--- src/design/bfst_pkg.sv ---
// bfst_pkg: shared widths, codes and types for the best-fit compartment table.
// Used by every module of the design; no dependencies of its own.

package bfst_pkg;

    localparam int SLOTS   = 16;
    localparam int IDX_W   = (SLOTS > 1) ? $clog2(SLOTS) : 1;
    localparam int CNT_W   = $clog2(SLOTS + 1);

    localparam int CMD_W   = 3;
    localparam int DIM_W   = 8;
    localparam int NUM_W   = 8;
    localparam int ADDR_W  = 7;
    localparam int AREA_W  = 2 * DIM_W;
    localparam int STAT_W  = 2;

    localparam int IN_DATA_W  = 32;
    localparam int IN_USER_W  = CMD_W;
    localparam int OUT_DATA_W = 32;
    localparam int OUT_USER_W = 1 + STAT_W;

    localparam logic [AREA_W-1:0] BEST_INIT = '1;

    typedef enum logic [CMD_W-1:0] {
        CMD_APPEND    = 3'd0,
        CMD_REMOVE    = 3'd1,
        CMD_BEST      = 3'd2,
        CMD_FIND_NUM  = 3'd3,
        CMD_FIND_ADDR = 3'd4,
        CMD_CLEAR     = 3'd5
    } t_cmd;

    typedef enum logic [STAT_W-1:0] {
        STAT_OK      = 2'd0,
        STAT_FULL    = 2'd1,
        STAT_NOMATCH = 2'd2
    } t_status;

    typedef struct packed {
        logic [DIM_W-1:0]  width;
        logic [DIM_W-1:0]  height;
        logic [NUM_W-1:0]  number;
        logic [ADDR_W-1:0] address;
    } t_entry;

    // shared control broadcast to every cell of the chain
    typedef struct packed {
        logic             rotate;
        logic             compact;
        logic             write;
        logic [IDX_W-1:0] sel;
    } t_cell_ctrl;

endpackage

--- src/design/bfst_cell.sv ---
// bfst_cell: one compartment entry of the table, shifting with its neighbour.
// Depends on bfst_pkg.

module bfst_cell import bfst_pkg::*; (
    input  logic             i_clk,
    input  t_cell_ctrl       i_ctrl,
    input  logic [IDX_W-1:0] i_index,
    input  t_entry           i_wr_entry,
    input  t_entry           i_next,
    output t_entry           o_entry
);

    t_entry r_entry;
    logic   load;
    logic   take_next;

    assign load      = i_ctrl.write && (i_ctrl.sel == i_index);
    // compaction pulls every entry at or above the removed slot down by one
    assign take_next = i_ctrl.rotate || (i_ctrl.compact && (i_index >= i_ctrl.sel));

    always_ff @(posedge i_clk) begin
        if (load) begin
            r_entry <= i_wr_entry;
        end else if (take_next) begin
            r_entry <= i_next;
        end
    end

    assign o_entry = r_entry;

endmodule

--- src/design/bfst_ctrl.sv ---
// bfst_ctrl: sequencer, head-of-chain search unit and result register.
// Depends on bfst_pkg; drives the bfst_cell chain through t_cell_ctrl.

module bfst_ctrl import bfst_pkg::*; (
    input  logic             i_clk,
    input  logic             i_rst_n,
    input  logic             i_req_valid,
    output logic             o_req_ready,
    input  logic [CMD_W-1:0] i_req_cmd,
    input  t_entry           i_req_entry,
    input  t_entry           i_head,
    output t_cell_ctrl       o_cell_ctrl,
    output t_entry           o_wr_entry,
    output logic             o_res_valid,
    input  logic             i_res_ready,
    output logic             o_res_found,
    output t_status          o_res_status,
    output t_entry           o_res_entry
);

    typedef enum logic [3:0] {
        S_IDLE   = 4'b0001,
        S_SCAN   = 4'b0010,
        S_UPDATE = 4'b0100,
        S_DONE   = 4'b1000
    } t_state;

    localparam logic [IDX_W-1:0] LAST_STEP = IDX_W'(SLOTS - 1);

    t_state             r_state,     n_state;
    logic [IDX_W-1:0]   r_step,      n_step;
    logic [CNT_W-1:0]   r_count,     n_count;
    t_cmd               r_cmd,       n_cmd;
    t_entry             r_req,       n_req;
    logic [AREA_W-1:0]  r_need,      n_need;
    logic [AREA_W-1:0]  r_best,      n_best;
    logic               r_hit,       n_hit;
    logic [IDX_W-1:0]   r_sel,       n_sel;
    t_entry             r_res,       n_res;
    t_status            r_status,    n_status;
    logic               r_out_valid, n_out_valid;
    logic               r_out_found, n_out_found;
    t_status            r_out_status, n_out_status;
    t_entry             r_out_entry, n_out_entry;

    logic [AREA_W-1:0]  req_area;
    logic [AREA_W-1:0]  head_area;
    logic [AREA_W-1:0]  head_left;
    logic               head_valid;
    logic               head_fit;
    logic               table_full;
    logic               lookup_hit;

    assign req_area   = AREA_W'(i_req_entry.width) * AREA_W'(i_req_entry.height);
    assign head_area  = AREA_W'(i_head.width) * AREA_W'(i_head.height);
    assign head_left  = head_area - r_need;
    assign head_valid = CNT_W'(r_step) < r_count;
    assign head_fit   = head_valid && (i_head.width >= r_req.width)
                        && (i_head.height >= r_req.height);
    assign table_full = r_count == CNT_W'(SLOTS);
    assign lookup_hit = r_hit && (r_cmd != CMD_REMOVE);

    always_comb begin
        n_state      = r_state;
        n_step       = r_step;
        n_count      = r_count;
        n_cmd        = r_cmd;
        n_req        = r_req;
        n_need       = r_need;
        n_best       = r_best;
        n_hit        = r_hit;
        n_sel        = r_sel;
        n_res        = r_res;
        n_status     = r_status;
        n_out_valid  = r_out_valid;
        n_out_found  = r_out_found;
        n_out_status = r_out_status;
        n_out_entry  = r_out_entry;

        if (r_out_valid && i_res_ready) begin
            n_out_valid = 1'b0;
        end

        unique case (r_state)
            S_IDLE: begin
                if (i_req_valid) begin
                    n_cmd  = t_cmd'(i_req_cmd);
                    n_req  = i_req_entry;
                    n_need = req_area;
                    n_best = BEST_INIT;
                    n_hit  = 1'b0;
                    n_step = '0;
                    n_sel  = '0;
                    n_res  = '0;
                    unique case (t_cmd'(i_req_cmd)) inside
                        CMD_REMOVE, CMD_BEST, CMD_FIND_NUM, CMD_FIND_ADDR: n_state = S_SCAN;
                        default: n_state = S_UPDATE;
                    endcase
                end
            end
            S_SCAN: begin
                // the ring presents entry r_step at the head this cycle
                unique case (r_cmd)
                    CMD_BEST: begin
                        if (head_fit && (head_left < r_best)) begin
                            n_best = head_left;
                            n_hit  = 1'b1;
                            n_res  = i_head;
                        end
                    end
                    CMD_REMOVE, CMD_FIND_NUM: begin
                        if (head_valid && !r_hit && (i_head.number == r_req.number)) begin
                            n_hit = 1'b1;
                            n_res = i_head;
                            n_sel = r_step;
                        end
                    end
                    CMD_FIND_ADDR: begin
                        if (head_valid && !r_hit && (i_head.address == r_req.address)) begin
                            n_hit = 1'b1;
                            n_res = i_head;
                        end
                    end
                    default: ;
                endcase
                if (r_step == LAST_STEP) begin
                    n_state = S_UPDATE;
                end else begin
                    n_step = r_step + 1'b1;
                end
            end
            S_UPDATE: begin
                n_state  = S_DONE;
                n_status = STAT_OK;
                unique case (r_cmd)
                    CMD_APPEND: begin
                        if (table_full) begin
                            n_status = STAT_FULL;
                        end else begin
                            n_count = r_count + 1'b1;
                        end
                    end
                    CMD_REMOVE: begin
                        if (r_hit) begin
                            n_count = r_count - 1'b1;
                        end else begin
                            n_status = STAT_NOMATCH;
                        end
                    end
                    CMD_BEST, CMD_FIND_NUM, CMD_FIND_ADDR: begin
                        if (!r_hit) begin
                            n_status = STAT_NOMATCH;
                        end
                    end
                    CMD_CLEAR: n_count = '0;
                    default: ;
                endcase
            end
            S_DONE: begin
                if (!r_out_valid || i_res_ready) begin
                    n_out_valid  = 1'b1;
                    n_out_found  = lookup_hit;
                    n_out_status = r_status;
                    n_out_entry  = lookup_hit ? r_res : '0;
                    n_state      = S_IDLE;
                end
            end
            default: n_state = S_IDLE;
        endcase
    end

    always_ff @(posedge i_clk) begin
        if (!i_rst_n) begin
            r_state     <= S_IDLE;
            r_count     <= '0;
            r_out_valid <= 1'b0;
        end else begin
            r_state     <= n_state;
            r_count     <= n_count;
            r_out_valid <= n_out_valid;
        end
    end

    always_ff @(posedge i_clk) begin
        r_step       <= n_step;
        r_cmd        <= n_cmd;
        r_req        <= n_req;
        r_need       <= n_need;
        r_best       <= n_best;
        r_hit        <= n_hit;
        r_sel        <= n_sel;
        r_res        <= n_res;
        r_status     <= n_status;
        r_out_found  <= n_out_found;
        r_out_status <= n_out_status;
        r_out_entry  <= n_out_entry;
    end

    always_comb begin
        o_cell_ctrl.rotate  = r_state == S_SCAN;
        o_cell_ctrl.compact = (r_state == S_UPDATE) && (r_cmd == CMD_REMOVE) && r_hit;
        o_cell_ctrl.write   = (r_state == S_UPDATE) && (r_cmd == CMD_APPEND) && !table_full;
        o_cell_ctrl.sel     = o_cell_ctrl.write ? r_count[IDX_W-1:0] : r_sel;
    end

    assign o_wr_entry   = r_req;
    assign o_req_ready  = r_state == S_IDLE;
    assign o_res_valid  = r_out_valid;
    assign o_res_found  = r_out_found;
    assign o_res_status = r_out_status;
    assign o_res_entry  = r_out_entry;

endmodule

--- src/design/best_fit_slot_table_top.sv ---
// best_fit_slot_table_top: ordered compartment table with lookup and best-fit query.
// Depends on bfst_pkg, bfst_cell and bfst_ctrl.
//
//  channel  | dir | tdata                                  | tuser
//  ---------+-----+----------------------------------------+----------------------
//  s_axis   | in  | width, height, number, address         | command
//  m_axis   | out | number, address, width, height         | found, status
//
// Append, clear and unknown commands go from idle via update and done to the result.
// Remove, best fit and both finds add a scan state first: the ring of cells
// rotates once, bringing one entry a cycle past the search unit at its head.
// One request is in work at a time; the next is taken while the result waits.
// Reset empties the table at once; entry contents are undefined until written.
// A stalled result holds the sequencer in its final state, not the input side.

module best_fit_slot_table_top import bfst_pkg::*; (
    input  logic                  i_clk,
    input  logic                  i_rst_n,
    input  logic                  s_axis_tvalid,
    output logic                  s_axis_tready,
    input  logic [IN_DATA_W-1:0]  s_axis_tdata,   // width, height, number, address, pad
    input  logic [IN_USER_W-1:0]  s_axis_tuser,   // command
    output logic                  m_axis_tvalid,
    input  logic                  m_axis_tready,
    output logic [OUT_DATA_W-1:0] m_axis_tdata,   // number, address, width, height, pad
    output logic [OUT_USER_W-1:0] m_axis_tuser    // found, status
);

    t_entry     req_entry;
    t_entry     head;
    t_entry     wr_entry;
    t_entry     res_entry;
    t_cell_ctrl cell_ctrl;
    logic       res_found;
    t_status    res_status;
    t_entry     cells [SLOTS];

    assign req_entry.width   = s_axis_tdata[7:0];
    assign req_entry.height  = s_axis_tdata[15:8];
    assign req_entry.number  = s_axis_tdata[23:16];
    assign req_entry.address = s_axis_tdata[30:24];

    bfst_ctrl u_ctrl (
        .i_clk        (i_clk),
        .i_rst_n      (i_rst_n),
        .i_req_valid  (s_axis_tvalid),
        .o_req_ready  (s_axis_tready),
        .i_req_cmd    (s_axis_tuser),
        .i_req_entry  (req_entry),
        .i_head       (head),
        .o_cell_ctrl  (cell_ctrl),
        .o_wr_entry   (wr_entry),
        .o_res_valid  (m_axis_tvalid),
        .i_res_ready  (m_axis_tready),
        .o_res_found  (res_found),
        .o_res_status (res_status),
        .o_res_entry  (res_entry)
    );

    // cell k takes cell k+1; the last wraps round to the head
    for (genvar k = 0; k < SLOTS; k++) begin : g_cell
        localparam int NXT = (k + 1) % SLOTS;
        bfst_cell u_cell (
            .i_clk      (i_clk),
            .i_ctrl     (cell_ctrl),
            .i_index    (IDX_W'(k)),
            .i_wr_entry (wr_entry),
            .i_next     (cells[NXT]),
            .o_entry    (cells[k])
        );
    end

    assign head = cells[0];

    assign m_axis_tdata = {1'b0, res_entry.height, res_entry.width,
                           res_entry.address, res_entry.number};
    assign m_axis_tuser = {res_status, res_found};

endmodule

--- config.mk ---
export PLATFORM = sky130hd
export DESIGN_NAME = best_fit_slot_table_top
export DESIGN_NICKNAME = d
export VERILOG_FILES = /design/src/design/bfst_pkg.sv /design/src/design/bfst_cell.sv /design/src/design/bfst_ctrl.sv /design/src/design/best_fit_slot_table_top.sv
export SDC_FILE = /design/constraint.sdc
export NUM_CORES = 1
export LEC_CHECK = 0
export BUFFER_PORTS_ARGS = -buffer_cell sky130_fd_sc_hd__clkbuf_2
export CAP_MARGIN = 40
export CORE_ASPECT_RATIO = 1.25
export CORE_UTILIZATION = 50
export CTS_CLUSTER_DIAMETER = 120
export DETAILED_ROUTE_END_ITERATION = 6
export GPL_TIMING_DRIVEN = 0
export PLACE_DENSITY = 0.63
export SYNTH_ARGS = -nofsm -noshare
export SYNTH_HDL_FRONTEND = slang
export SYNTH_SLANG_ARGS = --single-unit
--- constraint.sdc ---
create_clock -name i_clk -period 13 [get_ports i_clk]
set_input_delay 2.6 -clock i_clk [delete_from_list [all_inputs] [get_ports i_clk]]
set_output_delay 2.6 -clock i_clk [all_outputs]
set_load 0.05 [all_outputs]
After elaboration in Yosys (flattened, before gate mapping). Cells that the tools add are included.

Add/subtract/negate cells: 4. $mul: 2. Div/mod/pow operators: 0. Magnitude comparators: 20. Equal/unequal tests: 47. Shift operators: 0. Muxes and demuxes: 69. Bitwise gates (word level): 0. Reductions and logical operators: 95.

Operators with widths (number): two-way mux 31 bit (36); case mux 31 bit (3 select lines) (1); case mux 31 bit (2 select lines) (1); two-way mux 16 bit (3); logical AND 1 bit (44); == test 4 bit, second input constant (10); nonzero test 2 bit (17); >= comparator 4 bit, first input constant (8); multiplier 8 x 8 -> 16 bit (2); two-way mux 4 bit (8); case mux 16 bit (2 select lines) (1); == test 4 x 3 -> 1 bit, second input constant (5); logical OR 1 bit (17); >= comparator 3 x 4 -> 1 bit, first input constant (4); >= comparator 8 bit (2); < comparator 16 bit (1); != test 2 bit, second input constant (8); case mux 4 bit (2 select lines) (2); case mux 4 bit (4 select lines) (1); subtractor 16 bit (1); case mux 5 bit (3 select lines) (1); == test 3 x 2 -> 1 bit, second input constant (4); == test 4 x 2 -> 1 bit, second input constant (3); AND reduction 4 bit (3); 32 further kinds (54).

Register bits: 648. Bits in latches: 0. Memory bits (writable): 0. ROM bits: 0. Input bits: 39. Word-level logic and storage cells: 325. Memories kept: 0.

Depth between registers and ports, before layout.
Word-level depth: 9. Mapped depth: 23. Mapped depth without buffers: 22.

Modules after synthesis. From an unflattened synthesis, not the netlist that was laid out.

Cells, all modules: 2318. Area, all modules: 36010.8 um2.

By module, submodules not included: bfst_cell (instances 16, cells each 81, area each 1550.2 um2, seq. area each 930.9 um2); bfst_ctrl (instances 1, cells each 1018, area each 11184.5 um2, seq. area each 4464.3 um2); best_fit_slot_table_top (instances 1, cells each 4, area each 22.5 um2, seq. area each 0.0 um2).

Least setup slack after synthesis. No wires, ideal clock.

Path kind: register -> register. Start point: register g_cell[0].u_cell.r_entry (netlist bit g_cell[0].u_cell.o_entry[27]). End point: register u_ctrl.r_hit, enable pin. Library setup time: 0.595 ns. Arrival time: 10.417 ns. Slack: 1.988 ns. Stages on the path, launching flop included: 24. Path buffers: 1. Period minus slack after synthesis: 11.012 ns. Path through: edfxtp_1 -> clkbuf_1 -> and2_1 -> fa_1 -> inv_1 -> fa_1 -> inv_1 -> fa_1 -> inv_1 -> fa_1 -> inv_1 -> ha_1 -> and2_1 -> nand3_1 -> or4b_2 -> nand2_1 -> o221ai_1 -> xnor2_1 -> ha_1 -> nand3_1 -> nor3_1 -> a311oi_1 -> nand4_1 -> a2111oi_0.

Longest elaborated chain between the ends: 6.

Ends and longest elaborated chain: from (decl) (RTL line bfst_cell.sv:13) `t_entry r_entry;`; from (signal assigned) (RTL line bfst_cell.sv:23) `r_entry <= i_wr_entry;`; from (signal assigned) (RTL line bfst_cell.sv:25) `r_entry <= i_next;`; multiplier 8 x 8 -> 16 bit (RTL line bfst_ctrl.sv:55) `assign head_area = AREA_W'(i_head.width) * AREA_W'(i_head.height);`; subtractor 16 bit (RTL line bfst_ctrl.sv:56) `assign head_left = head_area - r_need;`; via u_ctrl.head_left[15] (RTL line bfst_ctrl.sv:48) `logic [AREA_W-1:0] head_left;`; < comparator 16 bit (RTL line bfst_ctrl.sv:105) `if (head_fit && (head_left < r_best)) begin`; logical AND 1 bit (RTL line bfst_ctrl.sv:105); != test 3 bit (no source line); AND reduction 6 bit (no source line); to (signal assigned) (RTL line bfst_ctrl.sv:190) `r_hit <= n_hit;`; to (decl) (RTL line bfst_ctrl.sv:37) `logic r_hit, n_hit;`.

The timed path passes the listed nets, and every way through them passes these cells. A chain may end at the register's enable or synchronous reset.

Final worst setup path.
Start point: register g_cell[0].u_cell.r_entry (netlist bit g_cell[0].u_cell.o_entry[16]). End point: register u_ctrl.r_res[6] in the netlist's numbering, enable pin.

Longest elaborated chain between the ends: 6.

Ends and longest elaborated chain: multiplier 8 x 8 -> 16 bit (RTL line bfst_ctrl.sv:55); subtractor 16 bit (RTL line bfst_ctrl.sv:56); via u_ctrl.head_left[15] (RTL line bfst_ctrl.sv:48); < comparator 16 bit (RTL line bfst_ctrl.sv:105); logical AND 1 bit (RTL line bfst_ctrl.sv:105); != test 3 bit (no source line); AND reduction 6 bit (no source line); to (signal assigned) (RTL line bfst_ctrl.sv:192) `r_res <= n_res;`; to (decl) (RTL line bfst_ctrl.sv:39) `t_entry r_res, n_res;`.

The timed path passes the listed nets, and every way through them passes these cells.

==> impl_table.tex <==
\begin{tabular}{lr}
\hline
Metric & Value \\
\hline
\multicolumn{2}{l}{\textbf{Layout}} \\
Fill cell total of the finished layout & 5084 \\
Number of nets in the layout & roughly 2700 \\
Layout cells sized above 1 & 0.245 \\
Area growth from synthesis to layout & 13.3\% \\
\multicolumn{2}{l}{\textbf{Yosys}} \\
Synth Instances & between 2000 and 2500 \\
FFs w/ async S/R, synth & 0 \\
EDFF count, synth & 638 \\
Net count after synthesis & 2543 \\
Basic-gate share of the synthesized area counting and, or, nand and nor cells & 0.0778 \\
Dominant combinational cell family by area after synthesis & multiplexers \\
Average cell area after synthesis & 14.0 sq um \\
Leading post-synthesis cells by cell area & sky130\_fd\_sc\_hd\_\_edfxtp\_1 (59\%), sky130\_fd\_sc\_hd\_\_mux2\_2 (12\%), sky130\_fd\_sc\_hd\_\_fa\_1 (5.3\%), sky130\_fd\_sc\_hd\_\_ha\_1 (4.4\%), sky130\_fd\_sc\_hd\_\_and2\_1 (2.8\%) \\
Count of cell types in the netlist & 68 \\
Top FF cell, synth & sky130\_fd\_sc\_hd\_\_edfxtp\_1 \\
Seq/Total Area, Yosys & 0.600 \\
Post-synthesis mux area share & 0.132 \\
Post-synthesis register bit count & about 650 \\
Proportion of netlist area held by the largest area contributor & 0.594 \\
Compound-gate portion of the synthesized area & 0.0446 \\
Post-synth top area cell & sky130\_fd\_sc\_hd\_\_edfxtp\_1 \\
Area of the mapped netlist & 0.0323 sq mm \\
Yosys synthesis warning count & 0 \\
Parity-gate share of the synthesized area counting xor and xnor cells & 0.0128 \\
Synth Area in Adders & 0.0975 \\
\multicolumn{2}{l}{\textbf{CTS}} \\
Clk root buf & sky130\_fd\_sc\_hd\_\_clkbuf\_16 \\
TritonCTS clock tree & built \\
Post-CTS Hold Buffers & 0 \\
Number of buffers inserted to repair setup after CTS & 0 \\
Number of CTS-inserted buffers & 69 \\
Number of clock sinks & $\sim$650 \\
Clock slew at the register clock pins of the worst setup and hold paths & 0.06 ns \\
H-Tree Level Count & 3 \\
Clk\_lat worst skew & 0.63 ns \\
Number of instances resized during post-cts repair & 0 \\
Maximum buffer depth of the clock tree & 3 \\
\multicolumn{2}{l}{\textbf{Worst setup path}} \\
Type of the setup path with the least slack & reg2reg \\
Arrival time reported for the critical path endpoint & 8.05 ns \\
Critical path data required time & approximately 13 ns \\
Nature of the critical path startpoint & register \\
Worst-path fanout max & 10 \\
Reg-to-reg startpoint & g\_cell[0].u\_cell.o\_entry[16]\$\_DFFE\_PP\_ \\
Critical path origin & g\_cell[0].u\_cell.o\_entry[16]\$\_DFFE\_PP\_ \\
Critical path endpoint category & register \\
\multicolumn{2}{l}{\textbf{Detailed routing}} \\
Drt pass-1 iters & 5 \\
Post-DR wirelength/cell & around 23 um \\
Number of vias in the routed layout & between 15000 and 20000 \\
Routed Antenna Nets & 0 \\
Detailed-route DRC error count & 0 \\
WL final & 76800 um \\
Number of vias per cell after detailed routing & between 5 and 6 \\
First-iteration detailed-routing DRC count & 1568 \\
\multicolumn{2}{l}{\textbf{Flow run}} \\
Max-Cap Viols & 0 \\
\multicolumn{2}{l}{\textbf{Global route}} \\
Maximum number of pins on one net before global-route repair & between 40 and 50 \\
Global-route wire length before repair & 118000 um \\
Number of antenna violations at the first check in global routing & 3 \\
Number of global-route vias before repair & 19500 \\
Total congestion overflow after global routing & 0 \\
Global routing usage summed across all routing layers & 0.240 \\
\multicolumn{2}{l}{\textbf{STA}} \\
Fmax & 0.130 GHz \\
Final setup violating endpoints & 0 \\
Clock skew & 0.0278 ns \\
Unrepaired setup endpoints after global routing & false \\
Hold Violations, Final & 0 \\
Final max-slew violation count & 0 \\
Tmin final & 7.72 ns \\
Post-route fraction of the period consumed by the critical path & 0.594 \\
Max\_slew headroom & 0.406 \\
Transition time at the pin with the least slew margin & 0.888 ns \\
Sum of negative setup slack & 0 ns \\
\multicolumn{2}{l}{\textbf{Pwr}} \\
Sequential Power Share & 0.422 \\
Pint & 4.22 mW \\
Clock share of power & 0.319 \\
Leakage power & 13.9 nW \\
Total power & 6.08 mW \\
Share of total power in combinational logic & 0.260 \\
Power dissipated by switching net loads & roughly 1.9 mW \\
PwrDens & around 170 mW/mm\^{}2 \\
Switching share of power & 0.306 \\
Worst voltage drop across the vdd grid & roughly 0.13 mV \\
\multicolumn{2}{l}{\textbf{Floorplan}} \\
Chip Width & $\sim$230 um \\
Effective utilization at floorplan & 0.508 \\
Number of rows created at floorplan & 103 \\
I/O pin cnt & 76 \\
Area of the die & roughly 0.066 sq mm \\
Placeable core region & 0.0635 sq mm \\
Y dimension of the die & 286 um \\
\multicolumn{2}{l}{\textbf{Placement}} \\
Buffers added on ports & a little over 70 \\
Post-detail-place hpwl & 55100 um \\
Weighted congestion reported at the end of routability-driven placement & 0.877 \\
\multicolumn{2}{l}{\textbf{Run status}} \\
Run status & completed \\
\multicolumn{2}{l}{\textbf{Worst hold path}} \\
Kind of path behind the tightest hold check & reg2reg \\
Worst min-delay path startpoint & u\_ctrl.r\_status[0]\$\_DFFE\_PN\_ \\
\hline
\end{tabular}
through the flow:
stage	utilization	hold slack, ns	worst slack [ns]	cells	area, sq um
final	0.575	0.416	5.28	3398	36600
after floorplan	-	0.400	1.99	2304	32300
after global placement	0.530	0.409	-0.639	3216	33700
after global routing	0.575	0.427	4.66	3397	36600
after detailed placement	0.541	0.405	5.16	3270	34400
after CTS	0.575	0.418	5.17	3397	36600
power by group through the flow:
stage / Sequential, mW / Clock [mW] / Combinational [mW]
6_report: 2.56 / 1.94 / 1.58
5_1_grt: 2.58 / 2.04 / 1.81
4_1_cts: 2.57 / 1.97 / 1.59
3_5_place_dp: 2.61 / 0 / 1.57
3_3_place_gp: 2.63 / 0 / 1.50
2_1_floorplan: 2.58 / 0 / 1.15
worst paths after layout:
path                                                         end  slack [ns]  cells past startpoint
worst max-delay path               u_ctrl.r_res[6]$_SDFFCE_PN0P_        5.28                     24
worst min-delay path            u_ctrl.o_res_status[0]$_DFFE_PP_        0.42                      0
worst max register to register     u_ctrl.r_res[6]$_SDFFCE_PN0P_        5.28                     24
worst min register to register  u_ctrl.o_res_status[0]$_DFFE_PP_        0.42                      0
logic make-up after synthesis:
logic type	Yosys count
DFF	648
and+or+nand+nor	503
muxes	377
buffers and inverters	283
AOI/OAI and AO/OA	245
adders and majority gates	200
xor gates and xnor gates	47
other	1
metal layers:
| metal | vias to the layer above | wire (um) | global-route usage |
|---|---|---|---|
| met5 | - | 13 | 0 |
| met4 | 2 | 1970 | 0.0785 |
| met3 | 119 | 4530 | 0.0334 |
| met2 | 607 | 37000 | 0.396 |
| met1 | 9753 | 33300 | 0.328 |
| li1 | 8659 | - | - |
placed cells by master (no fill, tap or decap), types with 18 or more instances in the layout:
| cell | instances |
|---|---|
| sky130_fd_sc_hd__edfxtp_1 | 638 |
| sky130_fd_sc_hd__mux2_2 | 330 |
| sky130_fd_sc_hd__nand2_1 | 211 |
| sky130_fd_sc_hd__inv_1 | 158 |
| sky130_fd_sc_hd__and2_1 | 144 |
| sky130_fd_sc_hd__o21ai_0 | 141 |
| sky130_fd_sc_hd__ha_1 | 114 |
| sky130_fd_sc_hd__fa_1 | 86 |
| sky130_fd_sc_hd__clkbuf_1 | 84 |
| sky130_fd_sc_hd__clkbuf_2 | 72 |
| sky130_fd_sc_hd__clkbuf_16 | 69 |
| sky130_fd_sc_hd__nor2_1 | 47 |
| sky130_fd_sc_hd__buf_2 | 35 |
| sky130_fd_sc_hd__a21oi_1 | 34 |
| sky130_fd_sc_hd__buf_4 | 34 |
| sky130_fd_sc_hd__clkinv_1 | 33 |
| sky130_fd_sc_hd__mux2_1 | 30 |
| sky130_fd_sc_hd__xnor2_1 | 29 |
| sky130_fd_sc_hd__a21o_1 | 20 |
| sky130_fd_sc_hd__nand2b_1 | 18 |
| sky130_fd_sc_hd__xor2_1 | 18 |
critical path, stage by stage, from the launching register on:
cell and delay (ns):
sky130_fd_sc_hd__edfxtp_1 0.35, sky130_fd_sc_hd__clkbuf_1 0.65, sky130_fd_sc_hd__nand2_1 0.17, sky130_fd_sc_hd__fa_1 0.55, sky130_fd_sc_hd__inv_1 0.05, sky130_fd_sc_hd__fa_1 0.49, sky130_fd_sc_hd__fa_1 0.56, sky130_fd_sc_hd__inv_1 0.05
sky130_fd_sc_hd__fa_1 0.47, sky130_fd_sc_hd__inv_1 0.04, sky130_fd_sc_hd__ha_1 0.33, sky130_fd_sc_hd__and2_1 0.21, sky130_fd_sc_hd__nand3_1 0.09, sky130_fd_sc_hd__or4b_2 0.61, sky130_fd_sc_hd__nand2_1 0.16, sky130_fd_sc_hd__o221ai_1 0.22
sky130_fd_sc_hd__xnor2_1 0.20, sky130_fd_sc_hd__ha_1 0.33, sky130_fd_sc_hd__nand3_1 0.11, sky130_fd_sc_hd__nor3_1 0.06, sky130_fd_sc_hd__a311oi_1 0.31, sky130_fd_sc_hd__nand4_1 0.26, sky130_fd_sc_hd__a2111oi_2 0.65, sky130_fd_sc_hd__buf_2 0.31
sky130_fd_sc_hd__buf_2 0.23
final cells by class:
| class | instances | area, sq um | share of cell area |
|---|---|---|---|
| sequential | 648 | 19400 | 0.529 |
| multi-input combinational | 1373 | 11900 | 0.325 |
| clock buffer | 81 | 1770 | 0.0485 |
| tap | 840 | 1050 | 0.0287 |
| timing repair buffer | 126 | 957 | 0.0262 |
| inverter | 174 | 653 | 0.0179 |
| buffer | 109 | 478 | 0.0131 |
| clock inverter | 46 | 424 | 0.0116 |
| antenna | 1 | 2.50 | 0.0000684 |
registers in the layout, summed over array words and instances, names as in the netlist, 2 cells and up:
| name | count |
|---|---|
| g_cell.u_cell.o_entry | 496 |
| u_ctrl.o_res_entry | 31 |
| u_ctrl.o_res_status | 2 |
| u_ctrl.o_wr_entry | 31 |
| u_ctrl.r_best | 16 |
| u_ctrl.r_cmd | 3 |
| u_ctrl.r_count | 5 |
| u_ctrl.r_need | 16 |
| u_ctrl.r_res | 31 |
| u_ctrl.r_sel | 4 |
| u_ctrl.r_state | 4 |
| u_ctrl.r_status | 2 |
| u_ctrl.r_step | 4 |
cell usage after synthesis (all sizes together), types with 2 or more instances:
cell type and n:
o21bai 4, nor2b 14, mux2i 7, dfxtp 10
mux2 370, fa 86, edfxtp 638, nand4 6
buf 36, o211ai 10, nor4 4, nor3 15
a21o 20, a311oi 5, xor2 18, o31a 2
inv 159, o21ai 145, nor3b 2, and2 144
nand2 216, nand3b 3, a21boi 2, or3 3
clkinv 15, xnor2 29, a211oi 2, and3 5
a31o 3, clkbuf 73, nand3 16, o31ai 2
nor2 47, or4b 2, a21oi 34, ha 114
nand2b 19, o21a 4, or2 4
(Power assumes the default switching activity.)
